File: config.mk
export PLATFORM = sky130hd
export DESIGN_NAME = mesh_bounding_box_core
export DESIGN_NICKNAME = d
export VERILOG_FILES = /design/src/hw/rtl/mbb_pkg.sv /design/src/hw/rtl/mesh_bounding_box_core.sv /design/src/hw/rtl/mbb_lane.sv /design/src/hw/rtl/mbb_merge.sv
export SDC_FILE = /design/constraint.sdc
export NUM_CORES = 2
export LEC_CHECK = 0
export ABC_AREA = 1
export BUFFER_PORTS_ARGS = -buffer_cell sky130_fd_sc_hd__buf_2
export CORE_UTILIZATION = 39
export CTS_CLUSTER_DIAMETER = 120
export DETAILED_ROUTE_END_ITERATION = 8
export HOLD_SLACK_MARGIN = 0.1
export PLACE_DENSITY_LB_ADDON = 0.1
export SYNTH_ARGS = -nofsm -noshare
export SYNTH_HDL_FRONTEND = slang
export SYNTH_SLANG_ARGS = --single-unit
File: constraint.sdc
create_clock -name i_clk -period 23.8 [get_ports i_clk]
set_input_delay 4.76 -clock i_clk [delete_from_list [all_inputs] [get_ports i_clk]]
set_output_delay 4.76 -clock i_clk [all_outputs]
set_load 0.05 [all_outputs]
File: src/hw/rtl/mbb_pkg.sv
// Shared constants and types for the mesh bounding box core.
package mbb_pkg;

    localparam int MAX_VERTICES = 65536;
    localparam int COORD_BITS   = 32;

    localparam int AXES      = 3;
    localparam int CW        = 32;   // coordinate / min / max / extent width
    localparam int SW        = 48;   // running sum width
    localparam int IN_DATA_W = AXES * CW;
    localparam int OUT_DATA_W = 3 * AXES * CW + AXES * SW;

    // Sum clamp limit: min(MAX_VERTICES * 2^(COORD_BITS-1), 2^47)
    localparam longint SUM_RAW = longint'(MAX_VERTICES) <<< (COORD_BITS - 1);
    localparam longint SUM_CAP = longint'(1) <<< 47;
    localparam longint SUM_LIM = (SUM_RAW > SUM_CAP) ? SUM_CAP : SUM_RAW;
    localparam logic signed [SW:0] SUM_MAX = (SW+1)'(SUM_LIM - 1);
    localparam logic signed [SW:0] SUM_MIN = (SW+1)'(-SUM_LIM);

    typedef struct packed {
        logic signed [CW-1:0] lo;
        logic signed [CW-1:0] hi;
        logic signed [SW-1:0] sum;
    } t_lane_res;

    // Output word, highest field first in the packed layout.
    typedef struct packed {
        logic [AXES-1:0][SW-1:0] total;
        logic [AXES-1:0][CW-1:0] extent;
        logic [AXES-1:0][CW-1:0] hi;
        logic [AXES-1:0][CW-1:0] lo;
    } t_result;

endpackage

File: src/hw/rtl/mesh_bounding_box_core.sv
// Top level of the mesh bounding box core.
//
//  channel | dir | payload                                   | sideband
//  s_axis  | in  | tdata: vert_x, vert_y, vert_z (96 bits)   | tlast: last_vertex
//  m_axis  | out | tdata: min, max, extent, total (432 bits) | none
//
// One vertex per cycle while s_axis_tready is high; three axis lanes update in parallel.
// The box of a mesh is registered in the merge stage on its last vertex, then moves on to m_axis.
// Results queue in an output register plus a skid stage; s_axis_tready drops
// only when both are full and another box is waiting in the merge stage.
// Synchronous active-low reset; the next vertex after reset starts a mesh.
module mesh_bounding_box_core (
    input  logic                            i_clk,
    input  logic                            i_rst_n,
    input  logic                            s_axis_tvalid,
    output logic                            s_axis_tready,
    // vert_x [31:0], vert_y [63:32], vert_z [95:64]
    input  logic [mbb_pkg::IN_DATA_W-1:0]   s_axis_tdata,
    input  logic                            s_axis_tlast,
    output logic                            m_axis_tvalid,
    input  logic                            m_axis_tready,
    // min_x, min_y, min_z, max_x, max_y, max_z, extent_x, extent_y, extent_z
    // (32 bits each, from bit 0), then total_x, total_y, total_z (48 bits each)
    output logic [mbb_pkg::OUT_DATA_W-1:0]  m_axis_tdata
);
    import mbb_pkg::*;

    logic                 accept;
    logic                 r_first;
    t_lane_res [AXES-1:0] lane_next;
    t_result              result;

    assign accept = s_axis_tvalid && s_axis_tready;

    always_ff @(posedge i_clk) begin
        if (!i_rst_n) begin
            r_first <= 1'b1;
        end else if (accept) begin
            r_first <= s_axis_tlast;
        end
    end

    for (genvar a = 0; a < AXES; a++) begin : g_lane
        mbb_lane u_lane (
            .i_clk    (i_clk),
            .i_accept (accept),
            .i_first  (r_first),
            .i_coord  (s_axis_tdata[a*CW +: CW]),
            .o_next   (lane_next[a])
        );
    end

    mbb_merge u_merge (
        .i_clk    (i_clk),
        .i_rst_n  (i_rst_n),
        .i_load   (accept && s_axis_tlast),
        .i_lanes  (lane_next),
        .o_ready  (s_axis_tready),
        .o_valid  (m_axis_tvalid),
        .i_ready  (m_axis_tready),
        .o_result (result)
    );

    assign m_axis_tdata = result;

endmodule

File: src/hw/rtl/mbb_lane.sv
// One axis lane: running min, max and saturating sum.
module mbb_lane (
    input  logic                          i_clk,
    input  logic                          i_accept,
    input  logic                          i_first,
    input  logic [mbb_pkg::CW-1:0]        i_coord,
    output mbb_pkg::t_lane_res            o_next
);
    import mbb_pkg::*;

    logic signed [COORD_BITS-1:0] c_narrow;
    logic signed [CW-1:0]         c;
    logic signed [SW:0]           sum_wide;
    logic signed [SW-1:0]         base;
    logic signed [SW-1:0]         n_sum;
    logic signed [CW-1:0]         n_lo;
    logic signed [CW-1:0]         n_hi;

    logic signed [CW-1:0] r_lo;
    logic signed [CW-1:0] r_hi;
    logic signed [SW-1:0] r_sum;

    always_comb begin
        c_narrow = signed'(i_coord[COORD_BITS-1:0]);
        c        = CW'(c_narrow);
        base     = i_first ? '0 : r_sum;
        sum_wide = (SW+1)'(base) + (SW+1)'(c);
        if (sum_wide > SUM_MAX) begin
            n_sum = SW'(SUM_MAX);
        end else if (sum_wide < SUM_MIN) begin
            n_sum = SW'(SUM_MIN);
        end else begin
            n_sum = sum_wide[SW-1:0];
        end
        n_lo = (i_first || c < r_lo) ? c : r_lo;
        n_hi = (i_first || c > r_hi) ? c : r_hi;
    end

    // State only matters once loaded by a first vertex
    always_ff @(posedge i_clk) begin
        if (i_accept) begin
            r_lo  <= n_lo;
            r_hi  <= n_hi;
            r_sum <= n_sum;
        end
    end

    assign o_next.lo  = n_lo;
    assign o_next.hi  = n_hi;
    assign o_next.sum = n_sum;

endmodule

File: src/hw/rtl/mbb_merge.sv
// Merge stage: gathers lane results, forms extents, output register plus skid.
module mbb_merge (
    input  logic                                   i_clk,
    input  logic                                   i_rst_n,
    input  logic                                   i_load,
    input  mbb_pkg::t_lane_res [mbb_pkg::AXES-1:0] i_lanes,
    output logic                                   o_ready,
    output logic                                   o_valid,
    input  logic                                   i_ready,
    output mbb_pkg::t_result                       o_result
);
    import mbb_pkg::*;

    t_lane_res [AXES-1:0] r_mid;
    logic                 r_mid_valid;
    t_result              r_out;
    logic                 r_out_valid;
    t_result              r_skid;
    logic                 r_skid_valid;

    t_result mid_res;
    logic    pop;
    logic    push;

    always_comb begin
        for (int a = 0; a < AXES; a++) begin
            mid_res.lo[a]     = r_mid[a].lo;
            mid_res.hi[a]     = r_mid[a].hi;
            mid_res.extent[a] = r_mid[a].hi - r_mid[a].lo;
            mid_res.total[a]  = r_mid[a].sum;
        end
    end

    assign pop  = r_out_valid && i_ready;
    assign push = r_mid_valid && !r_skid_valid;

    always_ff @(posedge i_clk) begin
        if (!i_rst_n) begin
            r_mid_valid  <= 1'b0;
            r_out_valid  <= 1'b0;
            r_skid_valid <= 1'b0;
        end else begin
            if (i_load) begin
                r_mid_valid <= 1'b1;
            end else if (push) begin
                r_mid_valid <= 1'b0;
            end

            if (!r_out_valid || pop) begin
                if (r_skid_valid) begin
                    r_out_valid  <= 1'b1;
                    r_skid_valid <= 1'b0;
                end else begin
                    r_out_valid <= push;
                end
            end else if (push) begin
                r_skid_valid <= 1'b1;
            end
        end
    end

    always_ff @(posedge i_clk) begin
        if (i_load) begin
            r_mid <= i_lanes;
        end
        if (!r_out_valid || pop) begin
            if (r_skid_valid) begin
                r_out <= r_skid;
            end else if (push) begin
                r_out <= mid_res;
            end
        end else if (push) begin
            r_skid <= mid_res;
        end
    end

    // Stall input only when a finished box has nowhere to go
    assign o_ready  = !(r_mid_valid && r_skid_valid);
    assign o_valid  = r_out_valid;
    assign o_result = r_out;

endmodule

==> run summary <==
The dominant cell type by count on the critical path is nand2_1. The critical path's slowest cell is nand4_1. In the layout the commonest cells are 2956 x nand2_1, 1536 x edfxtp_1, 990 x inv_1. On the critical path the largest part of the delay comes from simple AND/OR/NAND/NOR gates. TritonCTS built the clock tree.

The number of synthesized register bits came out at 1540. A synthesized cell averages 9.52 sq um. The post-cts hold buffer count is 0. The core occupancy in the finished layout came out at 44.8%. The final hold violation count came out at 0.

The count of buffering cells on the critical path with inverters included came out at 3. The via density per instance came out at 4.97. Once routing completed, OpenROAD measured the worst setup slack at 16090 ps. The maximum number of pins on one net before global-route repair came out at 136.

The kind of start point of the critical path is a primary input. Across all hold checks on the routed design, the worst slack comes to 427 ps. The post-CTS clock slew at the launch and capture registers of the worst setup and hold paths came out at 60 ps.

For this design the ratio of total power to cell area is 79.1 nW/um^2. The post-synth design cell area came out at 78500 sq um. The slew at the pin closest to its max-slew limit came out at 1260 ps.

The sequential element share of the synthesized area is 58.9%. The largest fanout on the critical path is 26. The vertical die dimension is 451 um. The number of gates resized after CTS was 0. On the worst path, the slowest cell contributes a delay of 860 ps. The time the worst path needs with I/O delays and setup came out at 7710 ps. Measured in cells, the most critical reg-to-reg path has a length of 16. The worst setup path is captured at a register. The number of buffers created by CTS came out at 171. The number of input and output port buffers inserted came out at 534. The maximum clock skew at final layout is 41.0 ps. The average routed wire per standard cell is 21.4 um. The final reports fail on DRC. The tree built by TritonCTS fans out to 1540 sinks. The detailed-routing iteration count for the pre-antenna-repair pass is 7. The slack of the worst reg-to-reg path is 18250 ps. The tree is rooted in a clkbuf_16. The number of buffers between clock root and the deepest sink came out at 3. The count of endpoints failing setup in the final report is 0. The via count of the first global-routing pass came out at 56100. The clock latency of the later-clocked register in the worst-skew pair is 840 ps. The synthesis warning total came out at 0. The total number of cells along the worst setup path came out at 13.

The fraction of layout cells with a size suffix above 1 came out at 10.2%. The number of post-CTS setup repair buffers is 0. The library cell used most frequently in the layout, excluding fill and tap cells, is nand2_1. The flow ran to the end, but the final reports show violations. The cell depth of the worst min-delay path came out at 0.

The setup TNS is 0 ps. The wire length reported by the detailed router is 248000 um. The data arrival time of the critical path is 8380 ps. The H-tree depth came out at 4. Data on the critical path is required at its endpoint by 24470 ps. The most used flip-flop cell after synthesis is edfxtp_1. The leakage dissipation came out at 39.6 nW. After global routing the overflow that remains totals 0. The overall power after layout is 7.07 mW. The region available for standard cell placement spans 200000 sq um. The number of nets in the synthesized netlist is 8772. The number of I/O pins came out at 535.

The detailed router placed 57600 vias in this run. Setup repair after global routing left no endpoint under its margin. The wire length of the first global-routing pass came out at 363000 um. The final cell count without fillers is 11600. From left edge to right edge, the die measures 451 um.

The placed cell area came out at 84000 sq um. The peak supply drop came out at 0.0652 mV. For this configuration, the core starts out at a cell density of 39.3%. The global-route total usage across every layer is 23.9%.

The number of antenna violations at the first check in global routing is 32. Based on the critical path, the design can be clocked at up to 0.130 GHz. In the routed design, unresolved DRC markers number 180. The critical path is of the in -> reg type. After detailed placement, the design holds a cell count of 11300. The number of synthesized flops with an enable pin came out at 1536. The net total in the final layout is 9322. The number of DRC violations after detailed-routing iteration 0 came out at 4359. The path class of the lowest-slack min-delay path is reg -> reg. The relative slew slack is 15.1%. Summing all non-filler instances in the final layout gives an area of 89500 sq um.

The final count of pins violating max slew is 0. The ratio of final minimum period to clock period is 32.4%. The number of cells produced by synthesis came out at 8239.

Detailed placement ended at an HPWL of 185000 um. The critical path goes through buf_2, ha_1, nand2_1, inv_2, nand3_1, nor3_1, nand2_1, nor2_1, nand2_1, nand4_1, nand4_1, buf_4, nand2_1. From synthesis to final layout, the design area changed by 14.0%.

The floorplan step defined a die boundary enclosing 203000 sq um. Across the run, the number of max-cap violations was 0. The count of cell types in the netlist is 39.

The number of nets with antenna violations after detailed routing came out at 0. Timing analysis after detailed placement gives a worst setup slack of 15170 ps. The row count came out at 164. The proportion of synthesized flip-flops having asynchronous set or reset is 0%.

The final weighted congestion of routability-driven global placement came out at 0.932.
==> worst reg2reg max path, delay by kind of cell (launching register included) <==
kind / cells / cell delay, ps
buffers and inverters: 4 / 2110
and+or+nand+nor: 10 / 2030
DFF: 1 / 760
adders and majority gates: 1 / 370
AOI/OAI and AO/OA: 1 / 130
==> flip-flops by register name, summed over array words and instances, names as in the netlist <==
signal	flops
g_lane.u_lane.r_hi	96
g_lane.u_lane.r_lo	96
g_lane.u_lane.r_sum	144
r_first	1
u_merge.mid_res	336
u_merge.o_result	432
u_merge.o_valid	1
u_merge.r_mid_valid	1
u_merge.r_skid	432
u_merge.r_skid_valid	1
==> per-layer routing <==
| layer | routed length [um] | share of wire, % | global-route usage [%] |
|---|---|---|---|
| met3 | 11800 | 4.8 | 3.99 |
| met5 | 149 | 0.060 | 0 |
| met1 | 108000 | 43 | 31.2 |
| met2 | 117000 | 47 | 39.5 |
| met4 | 10700 | 4.3 | 9.87 |
==> cell families after synthesis <==
| kind of cell | Yosys count | synth area share (%) |
|---|---|---|
| AO/OA/AOI/OAI | 745 | 5.12 |
| AND/OR/NAND/NOR | 4146 | 21.3 |
| buffers and inverters | 1223 | 6.04 |
| flip-flops | 1540 | 58.9 |
| XOR/XNOR | 153 | 1.71 |
| adder cells (fa/ha/maj) | 432 | 6.95 |
==> cells in the mapped netlist (14+ instances only) <==
library cell / instances / share of area, %
nand2_1: 2959 / 14
edfxtp_1: 1536 / 59
inv_1: 993 / 4.7
nor2_1: 580 / 2.8
ha_1: 426 / 6.8
a21oi_1: 365 / 2.3
nand3_1: 301 / 1.9
o21ai_0: 257 / 1.6
clkbuf_1: 151 / 0.72
nand4_1: 146 / 1.2
xor2_1: 117 / 1.3
o21bai_1: 51 / 0.49
nor3_1: 46 / 0.29
and2_1: 36 / 0.29
xnor2_1: 36 / 0.40
buf_2: 28 / 0.18
nand2_2: 24 / 0.19
inv_2: 22 / 0.11
nand3b_1: 22 / 0.21
o21a_1: 22 / 0.21
a21o_1: 14 / 0.13
==> report_power, final <==
part	switching, mW	internal, mW	total, mW
sequential	0.0821	3.23	3.31
clock	1.14	1.47	2.61
combinational	0.842	0.312	1.15
==> final timing paths <==
kind,startpoint,to
hold / removal,u_merge.mid_res[296],u_merge.r_skid[296]
setup / recovery,s_axis_tdata[31],u_merge.mid_res[293]
setup reg to reg,r_first,u_merge.mid_res[293]
hold reg to reg,u_merge.mid_res[296],u_merge.r_skid[296]
==> layout make-up <==
class | instances | area [sq um]
Inverter | 1015 | 3840
Clock inverter | 97 | 1010
Multi-Input combinational cell | 5476 | 27600
Fill cell | 19500 | 110000
Antenna cell | 11 | 27.5
Tap cell | 2656 | 3320
Timing Repair Buffer | 585 | 3080
Clock buffer | 203 | 4400
Sequential cell | 1540 | 46200
No activity file was read; power rests on OpenSTA's default activity.
